**src/hw/rtl/pfmc_pkg.sv**
```systemverilog
// Package for the page frame manager: opcodes, status codes, register indexes, sizes.
// Used by every module of the block; no dependencies.
package pfmc_pkg;
  localparam int unsigned FramesDef = 16;

  typedef enum logic [2:0] {
    OP_ALLOC = 3'd0,
    OP_RELEASE = 3'd1,
    OP_REF = 3'd2,
    OP_RECORD = 3'd3,
    OP_TICK = 3'd4
  } op_e;

  typedef enum logic [2:0] {
    ST_OK = 3'd0,
    ST_NO_WORK = 3'd1,
    ST_NO_FREE = 3'd2,
    ST_BAD_FRAME = 3'd3,
    ST_NO_VICTIM = 3'd4,
    ST_SWAP_EXH = 3'd5,
    ST_LIST_FULL = 3'd6
  } status_e;

  typedef enum logic [1:0] {
    REG_WATERMARK = 2'd0,
    REG_FRAME_BASE = 2'd1,
    REG_LAST_SECTOR = 2'd2,
    REG_LAST_TRACK = 2'd3
  } reg_e;

  typedef enum logic [2:0] {
    S_IDLE,
    S_SWEEP,
    S_EVICT,
    S_DONE
  } state_e;

  typedef struct packed {
    logic [4:0] low_watermark;
    logic [7:0] frame_base;
    logic [2:0] last_sector;
    logic [7:0] last_track;
  } cfg_t;
endpackage

```
**src/hw/rtl/pfmc_cfg_regs.sv**
```systemverilog
// Configuration register file of the page frame manager.
// Depends on pfmc_pkg.
module pfmc_cfg_regs (
  input  logic               clk_i,
  input  logic               rst_ni,
  input  logic               cfg_valid_i,
  output logic               cfg_ready_o,
  input  logic [1:0]         cfg_index_i,
  input  logic [7:0]         cfg_data_i,
  output pfmc_pkg::cfg_t     cfg_o
);
  pfmc_pkg::cfg_t cfg_q;

  assign cfg_ready_o = 1'b1;
  assign cfg_o = cfg_q;

  always_ff @(posedge clk_i or negedge rst_ni) begin
    if (!rst_ni) begin
      cfg_q.low_watermark <= 5'd2;
      cfg_q.frame_base <= 8'd64;
      cfg_q.last_sector <= 3'd7;
      cfg_q.last_track <= 8'd255;
    end else if (cfg_valid_i) begin
      unique case (pfmc_pkg::reg_e'(cfg_index_i))
        pfmc_pkg::REG_WATERMARK: cfg_q.low_watermark <= cfg_data_i[4:0];
        pfmc_pkg::REG_FRAME_BASE: cfg_q.frame_base <= cfg_data_i;
        pfmc_pkg::REG_LAST_SECTOR: cfg_q.last_sector <= cfg_data_i[2:0];
        pfmc_pkg::REG_LAST_TRACK: cfg_q.last_track <= cfg_data_i;
        default: ;
      endcase
    end
  end
endmodule

```
**src/hw/rtl/page_frame_manager_clock_top.sv**
```systemverilog
// Top level of the page frame manager with a second-chance clock sweep.
// Depends on pfmc_pkg and pfmc_cfg_regs.
//
//  channel  direction  handshake            payload
//  in       sink       in_valid_i/in_ready_o  opcode, frame, owner, page, segment, slot_in
//  out      source     out_valid_o/out_ready_i status, frame_out, evicted, victim_*
//  cfg      sink       cfg_valid_i/cfg_ready_o cfg_index_i, cfg_data_i
//
// A tick sweeps at most 3*FRAMES frames and reports no victim when none is found within that bound,
// probing a single frame per cycle.
// A new transaction is accepted the cycle after the result is taken.
// Reset restores register defaults and the free list in order, all frames absent.
// The result register holds until taken; no new transaction is accepted meanwhile.
module page_frame_manager_clock_top #(
  parameter int unsigned FRAMES = pfmc_pkg::FramesDef
) (
  input  logic        clk_i,
  input  logic        rst_ni,
  input  logic        in_valid_i,
  output logic        in_ready_o,
  input  logic [2:0]  opcode_i,
  input  logic [7:0]  frame_i,
  input  logic [2:0]  owner_i,
  input  logic [4:0]  page_i,
  input  logic [1:0]  segment_i,
  input  logic [10:0] slot_in_i,
  output logic        out_valid_o,
  input  logic        out_ready_i,
  output logic [2:0]  status_o,
  output logic [7:0]  frame_out_o,
  output logic        evicted_o,
  output logic [2:0]  victim_owner_o,
  output logic [4:0]  victim_page_o,
  output logic [10:0] victim_slot_o,
  input  logic        cfg_valid_i,
  output logic        cfg_ready_o,
  input  logic [1:0]  cfg_index_i,
  input  logic [7:0]  cfg_data_i
);
  localparam int unsigned IW = (FRAMES > 1) ? $clog2(FRAMES) : 1;
  localparam int unsigned CW = $clog2(FRAMES + 1);
  localparam int unsigned LW = $clog2(3 * FRAMES + 1);
  localparam logic [CW-1:0] FullC = CW'(FRAMES);
  localparam logic [LW-1:0] LimitC = LW'(3 * FRAMES);
  localparam logic [IW-1:0] LastI = IW'(FRAMES - 1);

  pfmc_pkg::cfg_t cfg;
  pfmc_cfg_regs u_cfg (
    .clk_i, .rst_ni, .cfg_valid_i, .cfg_ready_o, .cfg_index_i, .cfg_data_i, .cfg_o(cfg)
  );

  logic [IW-1:0] queue_q [FRAMES];
  logic [IW-1:0] head_q;
  logic [CW-1:0] count_q;
  logic [FRAMES-1:0] present_q, ref_q, evict_ok_q, slot_v_q;
  logic [7:0] info_q [FRAMES];
  logic [10:0] slot_q [FRAMES];
  logic [IW-1:0] hand_q, idx_q;
  logic [11:0] next_slot_q;
  logic [LW-1:0] steps_q;
  pfmc_pkg::state_e state_q, state_d;

  logic [2:0] op_q, owner_q;
  logic [4:0] page_q;
  logic [1:0] seg_q;
  logic [10:0] slin_q;
  logic [7:0] fdiff_q;

  logic [2:0] st_q;
  logic [7:0] fo_q;
  logic ev_q;
  logic [2:0] vo_q;
  logic [4:0] vp_q;
  logic [10:0] vs_q;

  logic [IW-1:0] off;
  logic in_pool;
  logic [IW-1:0] idx_nx;
  logic [IW:0] tail_sum;
  logic [IW-1:0] tail;
  logic [2:0] sec_nx;
  logic [7:0] trk_nx;
  logic exh_nx;
  logic tick_go;
  pfmc_pkg::status_e pre_st;

  assign off = fdiff_q[IW-1:0];
  assign in_pool = ({24'd0, fdiff_q} < 32'(FRAMES)) && present_q[off];
  assign idx_nx = (idx_q == LastI) ? '0 : idx_q + 1'b1;
  assign tail_sum = {1'b0, head_q} + (IW+1)'(count_q);
  assign tail = (tail_sum >= (IW+1)'(FRAMES)) ? IW'(tail_sum - (IW+1)'(FRAMES)) :
                tail_sum[IW-1:0];
  assign tick_go = {3'd0, count_q} <= (CW+3)'(cfg.low_watermark);

  always_comb begin
    sec_nx = next_slot_q[2:0];
    trk_nx = next_slot_q[10:3];
    exh_nx = 1'b0;
    if (next_slot_q[2:0] < cfg.last_sector) begin
      sec_nx = next_slot_q[2:0] + 3'd1;
    end else begin
      sec_nx = 3'd0;
      if (next_slot_q[10:3] < cfg.last_track) trk_nx = next_slot_q[10:3] + 8'd1;
      else exh_nx = 1'b1;
    end
  end

  always_comb begin
    pre_st = pfmc_pkg::ST_OK;
    unique case (op_q)
      pfmc_pkg::OP_ALLOC: if (count_q == '0) pre_st = pfmc_pkg::ST_NO_FREE;
      pfmc_pkg::OP_RELEASE: begin
        if (!in_pool) pre_st = pfmc_pkg::ST_BAD_FRAME;
        else if (count_q >= FullC) pre_st = pfmc_pkg::ST_LIST_FULL;
      end
      pfmc_pkg::OP_REF: if (!in_pool) pre_st = pfmc_pkg::ST_BAD_FRAME;
      pfmc_pkg::OP_RECORD: if (!in_pool) pre_st = pfmc_pkg::ST_BAD_FRAME;
      pfmc_pkg::OP_TICK: if (!tick_go) pre_st = pfmc_pkg::ST_NO_WORK;
      default: pre_st = pfmc_pkg::ST_NO_WORK;
    endcase
  end

  assign in_ready_o = (state_q == pfmc_pkg::S_IDLE) && !out_valid_o;
  assign out_valid_o = (state_q == pfmc_pkg::S_DONE);
  assign status_o = st_q;
  assign frame_out_o = fo_q;
  assign evicted_o = ev_q;
  assign victim_owner_o = vo_q;
  assign victim_page_o = vp_q;
  assign victim_slot_o = vs_q;

  always_ff @(posedge clk_i or negedge rst_ni) begin
    if (!rst_ni) state_q <= pfmc_pkg::S_IDLE;
    else state_q <= state_d;
  end

  always_comb begin
    state_d = state_q;
    unique case (state_q)
      pfmc_pkg::S_IDLE: if (in_valid_i && in_ready_o) state_d = pfmc_pkg::S_EVICT;
      pfmc_pkg::S_EVICT: begin
        if (op_q == pfmc_pkg::OP_TICK && tick_go) state_d = pfmc_pkg::S_SWEEP;
        else state_d = pfmc_pkg::S_DONE;
      end
      pfmc_pkg::S_SWEEP: begin
        if (steps_q == LimitC) state_d = pfmc_pkg::S_DONE;
        else if (present_q[idx_q] && evict_ok_q[idx_q] && !ref_q[idx_q])
          state_d = pfmc_pkg::S_DONE;
      end
      pfmc_pkg::S_DONE: if (out_ready_i) state_d = pfmc_pkg::S_IDLE;
      default: state_d = pfmc_pkg::S_IDLE;
    endcase
  end

  always_ff @(posedge clk_i or negedge rst_ni) begin
    if (!rst_ni) begin
      for (int k = 0; k < FRAMES; k++) queue_q[k] <= IW'(k);
      head_q <= '0;
      count_q <= FullC;
      present_q <= '0;
      ref_q <= '0;
      slot_v_q <= '0;
      hand_q <= '0;
      next_slot_q <= '0;
    end else begin
      if (state_q == pfmc_pkg::S_EVICT) begin
        unique case (op_q)
          pfmc_pkg::OP_ALLOC: if (count_q != '0) begin
            head_q <= (head_q == LastI) ? '0 : head_q + 1'b1;
            count_q <= count_q - 1'b1;
            present_q[queue_q[head_q]] <= 1'b1;
            ref_q[queue_q[head_q]] <= 1'b0;
            slot_v_q[queue_q[head_q]] <= 1'b0;
          end
          pfmc_pkg::OP_RELEASE: if (in_pool && count_q < FullC) begin
            queue_q[tail] <= off;
            count_q <= count_q + 1'b1;
            present_q[off] <= 1'b0;
            ref_q[off] <= 1'b0;
            slot_v_q[off] <= 1'b0;
          end
          pfmc_pkg::OP_REF: if (in_pool) ref_q[off] <= 1'b1;
          pfmc_pkg::OP_RECORD: if (in_pool) slot_v_q[off] <= 1'b1;
          default: ;
        endcase
      end
      if (state_q == pfmc_pkg::S_SWEEP && steps_q != LimitC &&
          present_q[idx_q] && evict_ok_q[idx_q]) begin
        if (ref_q[idx_q]) ref_q[idx_q] <= 1'b0;
        else if (count_q < FullC && (slot_v_q[idx_q] || !next_slot_q[11])) begin
          if (!slot_v_q[idx_q]) next_slot_q <= {exh_nx, trk_nx, sec_nx};
          queue_q[tail] <= idx_q;
          count_q <= count_q + 1'b1;
          present_q[idx_q] <= 1'b0;
          slot_v_q[idx_q] <= 1'b0;
          hand_q <= idx_nx;
        end
      end
    end
  end

  always_ff @(posedge clk_i) begin
    if (in_valid_i && in_ready_o) begin
      op_q <= opcode_i;
      owner_q <= owner_i;
      page_q <= page_i;
      seg_q <= segment_i;
      slin_q <= slot_in_i;
      fdiff_q <= frame_i - cfg.frame_base;
    end
    if (state_q == pfmc_pkg::S_EVICT) begin
      idx_q <= hand_q;
      steps_q <= '0;
      fo_q <= (op_q == pfmc_pkg::OP_ALLOC && count_q != '0) ?
              cfg.frame_base + 8'(queue_q[head_q]) : 8'd0;
      ev_q <= 1'b0;
      vo_q <= 3'd0;
      vp_q <= 5'd0;
      vs_q <= 11'd0;
      st_q <= pre_st;
      unique case (op_q)
        pfmc_pkg::OP_ALLOC: begin
          if (count_q != '0) begin
            info_q[queue_q[head_q]] <= {owner_q, page_q};
            evict_ok_q[queue_q[head_q]] <= (seg_q == 2'd1);
          end
        end
        pfmc_pkg::OP_RECORD: if (in_pool) slot_q[off] <= slin_q;
        default: ;
      endcase
    end
    if (state_q == pfmc_pkg::S_SWEEP) begin
      steps_q <= steps_q + 1'b1;
      idx_q <= idx_nx;
      if (steps_q == LimitC) st_q <= pfmc_pkg::ST_NO_VICTIM;
      else if (present_q[idx_q] && evict_ok_q[idx_q] && !ref_q[idx_q]) begin
        if (count_q >= FullC) st_q <= pfmc_pkg::ST_LIST_FULL;
        else if (!slot_v_q[idx_q] && next_slot_q[11]) st_q <= pfmc_pkg::ST_SWAP_EXH;
        else begin
          ev_q <= 1'b1;
          vo_q <= info_q[idx_q][7:5];
          vp_q <= info_q[idx_q][4:0];
          vs_q <= slot_v_q[idx_q] ? slot_q[idx_q] : next_slot_q[10:0];
          fo_q <= cfg.frame_base + 8'(idx_q);
        end
      end
    end
  end

  assert property (@(posedge clk_i) disable iff (!rst_ni) count_q <= FullC)
    else $error("free count above pool size");
  assert property (@(posedge clk_i) disable iff (!rst_ni)
    out_valid_o && !out_ready_i |=> out_valid_o && $stable(status_o))
    else $error("result dropped before taken");
  assert property (@(posedge clk_i) disable iff (!rst_ni)
    state_q == pfmc_pkg::S_SWEEP |-> steps_q <= LimitC)
    else $error("sweep overran limit");
  assert property (@(posedge clk_i) disable iff (!rst_ni)
    out_valid_o && evicted_o |-> status_o == pfmc_pkg::ST_OK)
    else $error("eviction with error status");
endmodule
```
**config.mk**
```make
export PLATFORM = sky130hd
export DESIGN_NAME = page_frame_manager_clock_top
export DESIGN_NICKNAME = d
export VERILOG_FILES = /design/src/hw/rtl/pfmc_pkg.sv /design/src/hw/rtl/pfmc_cfg_regs.sv /design/src/hw/rtl/page_frame_manager_clock_top.sv
export SDC_FILE = /design/constraint.sdc
export NUM_CORES = 1
export LEC_CHECK = 0
export ABC_CLOCK_PERIOD_IN_PS = 3000
export BUFFER_PORTS_ARGS = -buffer_cell sky130_fd_sc_hd__buf_2
export CAP_MARGIN = 10
export CORE_MARGIN = 1.5
export CORE_UTILIZATION = 38
export CTS_CLUSTER_SIZE = 24
export DETAILED_ROUTE_END_ITERATION = 6
export SYNTH_ARGS = -nofsm -noshare
export SYNTH_HDL_FRONTEND = slang
export SYNTH_SLANG_ARGS = --single-unit
```
**constraint.sdc**
```tcl
create_clock -name clk_i -period 3 [get_ports clk_i]
set_input_delay 0.6 -clock clk_i [delete_from_list [all_inputs] [get_ports clk_i]]
set_output_delay 0.6 -clock clk_i [all_outputs]
set_load 0.1 [all_outputs]
```
==> metrics.md, run 1 <==
| Metric | Value |
|---|---|
| Slew Viols, Final | `0` |
| GPL Wtd Cong | `~0.9` |
| Clock share of power | `~26%` |
| Post-synth EDFFs | `~360` |
| Comb pwr share | `38.1%` |
| Core Area | `just under 0.07 mm^2` |
| Area leader, netlist | `edfxtp_1` |
| Nets@finish | `between 2,000 and 2,500` |
| Number of port buffers | `79` |
| ANT nets after route | `0` |
| H-tree Lvls | `2` |
| Post-synthesis cell type count | `slightly above 70` |
| Flop pwr share | `between 30% and 40%` |
| Status | `finished, violations left` |
| Syn_nets | `1,886` |
| Inst Count DP | `around 2,800` |
| # diodes | `0` |
| Total die area | `0.06955 mm^2` |
| Syn Inst Count | `approximately 1,800` |
| Sw power | `between 0.01 and 0.015 W` |
| Die width | `between 200 and 300 um` |
| Final Hold Viols | `0` |
| Vert. Die Dim | `between 200 and 300 um` |
| Max Cap Viol | `0` |
| Starting Density | `a little under two fifths` |
| Vias in the first global route | `roughly 17,000` |
| Violations in the final reports | `negative setup slack` |
| Yosys warning count | `0` |
| Hold WC Path Type | `primary input to register` |
| VDD IR max | `~0.59 mV` |
| CP endpoint kind | `register` |
| First-pass GRT wire length | `roughly 100 mm` |
| Syn Area/Cell | `14.46 um^2` |
| Root Buffer | `clkbuf_16` |
| Via count of the routed design | `16,378` |
| Critical path type | `register to register` |
| Post-DP HPWL | `46.22 mm` |
| Layout area overhead | `19.35%` |
| Final setup violation count | `2` |
| GRT Util Overall | `around a fifth` |
| CTS clk-pin slew, worst paths | `around 60 ps` |
| Worst path required time | `3530 ps` |
| Clock skew | `32.12 ps` |
| Count leader, synth | `edfxtp_1` |
| Top_reg_cell synth | `edfxtp_1` |
| Seq/Total Area, Yosys | `60.81%` |
| CTS max path bufs | `3` |
| CTS Sinks | `560` |
| Pwr Total | `roughly 0.029 W` |
| Post-route insts no fill | `2,947` |
| Largest net degree at the start of global routing | `65` |
| Cell-internal power | `approximately 0.019 W` |
| Synth async-reset ratio | `between 20% and 30%` |
| Setup ws final | `-9.024 ps` |
| RSZ-0062 raised after global routing | `yes` |
| Arr. time, crit path | `between 3000 and 4000 ps` |
| Post-layout min period | `3009 ps` |
| CTS tree | `yes` |
| WL per Instance | `about 23 um` |
| CP Launch Type | `register` |
| Row count | `95` |
| Total grt overflow | `0` |
| Initial DRC count | `between 1,500 and 2,000` |
| Slew HR | `~45%` |
| Tcrit/Tclk final | `100.3%` |
| FMAX | `between 300 and 400 MHz` |
| DR DRC count | `0` |
| Commonest cells post-synth | `edfxtp_1 (362), mux4_2 (121), dfrtp_1 (117)` |
| First-pass detailed-route iteration total | `7` |
| Synthesized flop and latch total | `560` |
| Netlist Area Pre-Place | `between 0.02 and 0.03 mm^2` |
| Slew @ Worst Pin | `roughly 820 ps` |
| Share of the synthesized area in the top cell type | `between 40 and 50%` |
| Via density | `~5.6` |
| Share of cells above drive strength 1 | `32.40%` |
| Post-Route WL | `68.67 mm` |
| Initial antenna violation count | `1` |
| DP Worst Slack | `-50.61 ps` |
| Worst skew pair latency | `640 ps` |
| Power density over the cells | `about 950 mW/mm^2` |
| Area contributors post-synth | `edfxtp_1 (42%), dfrtp_1 (11%), mux4_2 (11%), dfstp_2 (4.7%), mux2_2 (3.3%)` |
| TNS Setup | `-11.24 ps` |
| P_leak | `11.98 nW` |
| CTS Buf Count | `between 60 and 70` |
| Sw Ratio | `roughly 36%` |
| Worst hold slack | `about 130 ps` |
| I/O Pins | `81` |
| Worst-path fanout max | `5` |
-- registers in the layout, summed over array words and instances (netlist names), 4 cells and up, named ones only --
register,count
slot_q,176
ref_q,16
head_q,4
queue_q,64
steps_q,6
u_cfg.cfg_o,24
info_q,128
hand_q,4
victim_page_o,5
frame_out_o,8
slot_v_q,16
evict_ok_q,16
slin_q,11
idx_q,4
next_slot_q,12
victim_slot_o,11
count_q,5
fdiff_q,8
page_q,5
present_q,16
-- metal layers --
| layer | GRT usage [%] | routed length (um) |
|---|---|---|
| met5 | 0 | 0 |
| met4 | 6.046 | 1917 |
| met3 | 3.468 | 3734 |
| met1 | 26.01 | 29160 |
| met2 | 33.23 | 33860 |
-- power by group through the flow --
stage | Sequential, W | Combinational, W | Clock, W
after global routing | 0.0108 | 0.0119 | 0.00796
after global placement | 0.0108 | 0.0107 | 0
after CTS | 0.0106 | 0.0110 | 0.00768
after floorplan | 0.0110 | 0.00671 | 0
after detailed placement | 0.0108 | 0.0109 | 0
final | 0.0106 | 0.0112 | 0.00750
-- placed cells by master (no fill, tap or decap), drive strengths merged, types with 20 or more instances in the layout --
| cell type | instances |
|---|---|
| nor2 | 98 |
| a311oi | 32 |
| dfxtp | 35 |
| ha | 49 |
| inv | 61 |
| edfxtp | 362 |
| nand3 | 55 |
| xnor2 | 23 |
| dfstp | 46 |
| nand4 | 29 |
| mux2i | 58 |
| mux4 | 121 |
| dfrtp | 117 |
| and3 | 27 |
| nand2 | 103 |
| a21oi | 104 |
| clkbuf | 87 |
| o21ai | 71 |
| buf | 278 |
| mux2 | 95 |
| clkinv | 20 |
-- final timing paths --
| kind | slack (ps) | startpoint | depth (start not counted) | end |
|---|---|---|---|---|
| min | 130 | slot_in_i[8] | 1 | slin_q[8] |
| max reg2reg | -9 | head_q[0] | 13 | frame_out_o[6] |
| min in group asynchronous | 520 | rst_ni | 2 | queue_q[9] |
| max | -9 | head_q[0] | 13 | frame_out_o[6] |
| min reg2reg | 450 | evicted_o | 1 | evicted_o |
| max in group asynchronous | 1590 | rst_ni | 3 | u_cfg.cfg_o[17] |
-- timing repair --
action,CTS,global route
hold buffers,1,0
gates resized for setup,1,22
gates cloned,0,0
pin swaps,0,10
setup endpoints to repair,1,78
buffers inserted,0,10
endpoints found under the hold margin,23,0
-- area by class of cell --
cell class / count / area, um^2
fillers: 5913 / 36450
clock buffers: 87 / 1664
flip-flops and latches: 560 / 15710
inverters: 60 / 225.2
repair buffers: 279 / 2246
multi-input cells: 1060 / 9537
clock inverters: 28 / 349.1
well taps: 873 / 1092
-- cell families after synthesis --
family	synth area share (%)
other	0.01452
adder cells (fa/ha/maj)	2.684
XOR/XNOR	1.289
buffers and inverters	2.814
flip-flops	60.81
multiplexers	17.23
AND/OR/NAND/NOR	8.152
AO/OA/AOI/OAI	7.005
-- stage by stage --
stage	util [%]	area, um^2
after floorplan	-	25870
after global placement	42.56	28640
after detailed placement	42.56	28640
after CTS	45.58	30660
after global routing	45.82	30830
final	45.82	30830
-- critical path, stage by stage, from the launching register on --
cell,delay (ps)
dfrtp_1,380
buf_6,150
mux4_2,500
mux2_4,310
nor2_4,80
a21oi_2,40
ha_2,230
fa_2,370
a21o_1,170
a21oi_2,180
nor2_1,70
xnor2_1,130
a221oi_2,210
a21oi_1,60
No activity file was read; power rests on OpenSTA's default activity.
==> inputs of run 2 (changes only) <==
--- a/config.mk
+++ b/config.mk
@@ -5,7 +5,7 @@
 export SDC_FILE = /design/constraint.sdc
 export NUM_CORES = 1
 export LEC_CHECK = 0
-export ABC_CLOCK_PERIOD_IN_PS = 3000
+export ABC_CLOCK_PERIOD_IN_PS = 2700
 export BUFFER_PORTS_ARGS = -buffer_cell sky130_fd_sc_hd__buf_2
 export CAP_MARGIN = 10
 export CORE_MARGIN = 1.5
==> constraint.sdc (replaced) <==
create_clock -name clk_i -period 2.7 [get_ports clk_i]
set_input_delay 0.54 -clock clk_i [delete_from_list [all_inputs] [get_ports clk_i]]
set_output_delay 0.54 -clock clk_i [all_outputs]
set_load 0.1 [all_outputs]
==> metrics.md, run 2 (synthesis gave the netlist of run 1 again) <==
| Metric | Value |
|---|---|
| Post-DP HPWL | `about 47 mm` |
| Worst path required time | `3230 ps` |
| Max FFs per register | `176` |
| DP Worst Slack | `-309.3 ps` |
| Via density | `~5.5` |
| VDD IR max | `around 0.85 mV` |
| Util after Layout | `48.78%` |
| Clock skew | `80.11 ps` |
| Grt met3 use | `about 3.4%` |
| First-pass detailed-route iteration total | `7` |
| Power density over the cells | `1080 mW/mm^2` |
| CTS max path bufs | `3` |
| Met2 Track Usage GR | `roughly a third` |
| Via count of the routed design | `16,876` |
| Worst-path fanout max | `6` |
| FMAX | `between 300 and 400 MHz` |
| DR DRC count | `2` |
| Biggest register | `slot_q` |
| Commonest non-fill, non-tap cell in the layout | `edfxtp_1` |
| CP Launch Type | `register` |
| Cell breakdown of the critical path | `buf_6, mux4_2, mux2_4, nor2_2, a21oi_2, ha_2, fa_2, a21o_1, a21oi_2, nor2_1, xnor2_1, a221oi_2, a21oi_1` |
| Final Hold Viols | `0` |
| Tcrit/Tclk final | `108.9%` |
| RSZ-0062 raised after global routing | `yes` |
| Pwr Total | `0.03544 W` |
| Worst skew pair latency | `between 600 and 700 ps` |
| Number of port buffers | `between 70 and 80` |
| Starting Density | `between 30% and 40%` |
| Die width | `about 260 um` |
| Row count | `between 90 and 100` |
| Vert. Die Dim | `approximately 260 um` |
| Nets@finish | `~2,200` |
| ANT nets after route | `0` |
| GRT busiest layer | `met2` |
| Violations in the final reports | `design-rule violations, negative setup slack` |
| Layout area overhead | `27.05%` |
| Core Area | `~0.067 mm^2` |
| CP endpoint kind | `register` |
| Most frequent cells in the layout | `edfxtp_1 (362), buf_4 (229), mux4_2 (121), dfrtp_1 (116), nand2_1 (95)` |
| Total die area | `~0.070 mm^2` |
| P_leak | `around 13 nW` |
| CTS Sinks | `560` |
| Slew Viols, Final | `0` |
| Share of cells above drive strength 1 | `41.37%` |
| H-tree Lvls | `2` |
| Root Buffer | `clkbuf_16` |
| Initial antenna violation count | `1` |
| Slew HR | `53.51%` |
| Critical path type | `register to register` |
| Post-layout min period | `roughly 2900 ps` |
| Setup ws final | `-239.2 ps` |
| Slowest stage cell, crit path | `mux4_2` |
| GPL Wtd Cong | `slightly below 0.9` |
| Met1 GRT Util | `26.61%` |
| GRT Util Overall | `slightly above 20%` |
| Largest net degree at the start of global routing | `57` |
| Slew @ Worst Pin | `about 700 ps` |
| I/O Pins | `81` |
| CTS clk-pin slew, worst paths | `around 70 ps` |
| Initial DRC count | `1,220` |
| TNS Setup | `-4525 ps` |
| Post-Route WL | `between 70 and 80 mm` |
| Hold WC Path Type | `primary input to register` |
| Total grt overflow | `0` |
| CTS tree | `yes` |
| Max Cap Viol | `0` |
| CTS Buf Count | `59` |
| First-pass GRT wire length | `roughly 110 mm` |
| Status | `finished, violations left` |
| Vias in the first global route | `17,372` |
| Arr. time, crit path | `about 3500 ps` |
| Slowest stage delay, CP | `about 510 ps` |
| Top cell by count, worst path | `a21oi_2` |
| WL per Instance | `23.63 um` |
| Final setup violation count | `90` |
run 2: cell count changes in the layout (fill, tap and decap cells not counted), moves of 13 or more:
cell	previous run	this run
a21oi_2	4	17
nor2_2	1	17
buf_4	169	229
a21oi_1	100	86
buf_12	26	41
buf_6	5	35
nor2_1	95	74
run 2: timing repair:
| action | CTS | global route |
|---|---|---|
| pin swaps | 24 | 25 |
| setup buffers | 30 | 16 |
| setup endpoints to repair | 195 | 265 |
| gates cloned | 4 | 2 |
| hold endpoints to repair | 31 | 0 |
| hold buffers | 1 | 0 |
| resized for setup | 118 | 99 |
run 2: through the flow:
stage	instance area, um^2	cells	hold WS, ps
floorplan	25870	1786	244.4
global placement	29380	2895	434.0
detailed placement	29380	2895	457.5
CTS	32220	3039	5.317
global route	32810	3056	18.46
finish	32820	3057	39.49
run 2: critical path: cells and delay by family (launching register included):
| family | cells | cell delay [ps] |
|---|---|---|
| compound gates | 5 | 650 |
| xor+xnor | 1 | 130 |
| fa+ha+maj | 2 | 560 |
| buf+inv | 1 | 140 |
| flops | 1 | 370 |
| mux | 2 | 790 |
| simple gates | 2 | 190 |
run 2: layer usage:
layer	part of all wire, %	vias to the layer above	wire length, um
met2	50	525	35970
li1	-	7565	-
met1	41	8631	29900
met3	5.3	153	3835
met4	3.5	2	2507
met5	0.017	-	12
run 2: layout make-up:
type / count / area, um^2
Antenna cell: 1 / 2.502
Multi-Input combinational cell: 1061 / 10180
Clock buffer: 75 / 1567
Fill cell: 5712 / 34460
Clock inverter: 37 / 563.0
Inverter: 60 / 225.2
Tap cell: 873 / 1092
Sequential cell: 560 / 15720
Timing Repair Buffer: 390 / 3470
run 2: path summary, 6_finish.rpt:
check                            startpoint               end  slack (ps)  cells after the start
max reg2reg                       head_q[0]    frame_out_o[6]        -240                     13
max in group asynchronous            rst_ni       queue_q[27]        1450                      3
min in group asynchronous            rst_ni       queue_q[36]         450                      2
min                            slot_in_i[1]         slin_q[1]          40                      1
min reg2reg                victim_page_o[2]  victim_page_o[2]         460                      2
max                               head_q[0]    frame_out_o[6]        -240                     13
run 2: where the power goes:
group          internal [W]  switching, W  total, W  leakage [nW]
logic               0.00677       0.00818    0.0150          6.12
registers            0.0106       0.00112    0.0117          5.60
clock network       0.00521       0.00358   0.00879          1.01
total                0.0225        0.0129    0.0354          12.7
==> inputs of run 3 (changes only) <==
--- a/config.mk
+++ b/config.mk
@@ -9,9 +9,10 @@
 export BUFFER_PORTS_ARGS = -buffer_cell sky130_fd_sc_hd__buf_2
 export CAP_MARGIN = 10
 export CORE_MARGIN = 1.5
-export CORE_UTILIZATION = 38
+export CORE_UTILIZATION = 50
 export CTS_CLUSTER_SIZE = 24
 export DETAILED_ROUTE_END_ITERATION = 6
+export PLACE_DENSITY = 0.69
 export SYNTH_ARGS = -nofsm -noshare
 export SYNTH_HDL_FRONTEND = slang
 export SYNTH_SLANG_ARGS = --single-unit
==> constraint.sdc (replaced) <==
create_clock -name clk_i -period 2.7 [get_ports clk_i]
set_input_delay 0.135 -clock clk_i [delete_from_list [all_inputs] [get_ports clk_i]]
set_output_delay 0.135 -clock clk_i [all_outputs]
set_load 0.1 [all_outputs]
==> metrics.md, run 3 (synthesis gave the netlist of run 1 again) <==
| Metric | Value |
|---|---|
| Status | `finished, violations left` |
| Violations in the final reports | `negative setup slack` |
| DR DRC count | `0` |
| Most frequent cells in the layout | `edfxtp_1 (362), buf_4 (235), mux4_2 (121), dfrtp_1 (117), nand2_1 (97)` |
| First-pass GRT wire length | `105.4 mm` |
| Slew HR | `around 44%` |
| Power density over the cells | `around 1100 mW/mm^2` |
| Starting Density | `between 50% and 60%` |
| Core Area | `~0.05 mm^2` |
| WL per Instance | `24.57 um` |
| Largest net degree at the start of global routing | `70` |
| Vert. Die Dim | `230.3 um` |
| Initial DRC count | `1,418` |
| RSZ-0062 raised after global routing | `yes` |
| Via density | `6.005` |
| Slew @ Worst Pin | `about 830 ps` |
| Hold WC Path Type | `primary input to register` |
| Die width | `230.3 um` |
| Initial antenna violation count | `0` |
| GRT Util Overall | `around a quarter` |
| Tcrit/Tclk final | `111.2%` |
| Critical path type | `register to register` |
| CP endpoint kind | `register` |
| Nets@finish | `about 2,300` |
| CTS max path bufs | `3` |
| Total grt overflow | `0` |
| Biggest register | `slot_q` |
| Share of cells above drive strength 1 | `approximately 42%` |
| CTS Sinks | `560` |
| Crit path launch | `head_q[0]` |
| Worst hold slack | `20.79 ps` |
| CTS clk-pin slew, worst paths | `about 60 ps` |
| Arr. time, crit path | `about 3500 ps` |
| Final setup violation count | `222` |
| Commonest non-fill, non-tap cell in the layout | `edfxtp_1` |
| Post-DP HPWL | `between 40 and 50 mm` |
| Via count of the routed design | `approximately 18,000` |
| I/O Pins | `81` |
| ANT nets after route | `0` |
| Clock skew | `40.54 ps` |
| VDD IR max | `around 0.84 mV` |
| FMAX | `between 300 and 400 MHz` |
| Max Cap Viol | `0` |
| Total die area | `around 0.053 mm^2` |
| Util after Layout | `between 60% and 70%` |
| CP Launch Type | `register` |
| Setup ws final | `-302.3 ps` |
| Layout area overhead | `29.72%` |
| Vias in the first global route | `about 18,000` |
| Slew Viols, Final | `0` |
| H-tree Lvls | `2` |
| Worst r2r src | `head_q[0]` |
| # diodes | `0` |
| Post-layout min period | `~3000 ps` |
| Root Buffer | `clkbuf_16` |
| Number of port buffers | `79` |
| Post-Route WL | `72.05 mm` |
| P_leak | `around 13 nW` |
| First-pass detailed-route iteration total | `5` |
| Max FFs per register | `about 180` |
| Worst-path fanout max | `5` |
| Worst skew pair latency | `roughly 640 ps` |
| Hold Crit Start | `frame_i[3]` |
| Row count | `83` |
| CTS Buf Count | `57` |
| Final Hold Viols | `0` |
| CTS tree | `yes` |
| Worst path required time | `3220 ps` |
| GPL Wtd Cong | `around 0.93` |
==> run 3: worst paths after layout <==
path / end / slack [ps] / cells past startpoint
worst max-delay path: frame_out_o[6] / -300 / 13
worst min-delay path: fdiff_q[3] / 20 / 3
worst max register to register: frame_out_o[6] / -300 / 13
worst min register to register: evicted_o / 450 / 1
max in group asynchronous: queue_q[27] / 1770 / 3
min in group asynchronous: queue_q[51] / 70 / 2
==> run 3: final cells by class <==
type	count	area, um^2
sequential	560	15710
clock inverter	32	370.4
inverter	60	257.7
multi-input combinational	1061	10510
fill	3534	17690
tap	680	850.8
timing repair buffer	463	4207
clock buffer	76	1599
==> run 3: what timing repair did <==
| action | in CTS | in global routing |
|---|---|---|
| hold buffers | 48 | 0 |
| pin swaps | 15 | 63 |
| gates resized for setup | 77 | 220 |
| setup buffers | 23 | 51 |
| endpoints found under the hold margin | 117 | 0 |
| cloned | 3 | 6 |
| setup endpoints to repair | 279 | 294 |
==> run 3: per-stage QoR <==
stage	setup slack [ps]	std cells	area (um^2)	TNS (ps)	power, W
6_report	-302.3	2932	33510	-27390	0.03586
2_1_floorplan	-373.3	1786	25870	-1250	0.01970
5_1_grt	-436.3	2932	33510	-49780	0.03726
4_1_cts	-285.6	2893	32200	-7178	0.03383
3_5_place_dp	-321.0	2713	29200	-29630	0.02457
3_3_place_gp	-285.3	2713	29200	-13260	0.02431
==> run 3: layer usage <==
layer	routed length, um	GRT usage [%]
met1	28740	35.09
met2	36450	44.15
met3	4318	3.621
met4	2537	9.048
met5	0	0
==> run 3: worst max-delay path, stage by stage (launching register included) <==
cell and delay [ps]:
dfrtp_1 410, buf_12 150, mux4_2 490, mux2_4 310, nor2_4 100, a21oi_2 40
ha_2 220, fa_2 340, a21o_1 170, a21oi_2 150, nor2_1 70, xnor2_1 120
a221oi_1 250, a21oi_1 60
==> run 3: where the power goes <==
group          switching (W)  total [W]  internal, W
Sequential           0.00106     0.0116       0.0106
Clock                0.00344    0.00820      0.00476
Combinational        0.00870     0.0160      0.00733
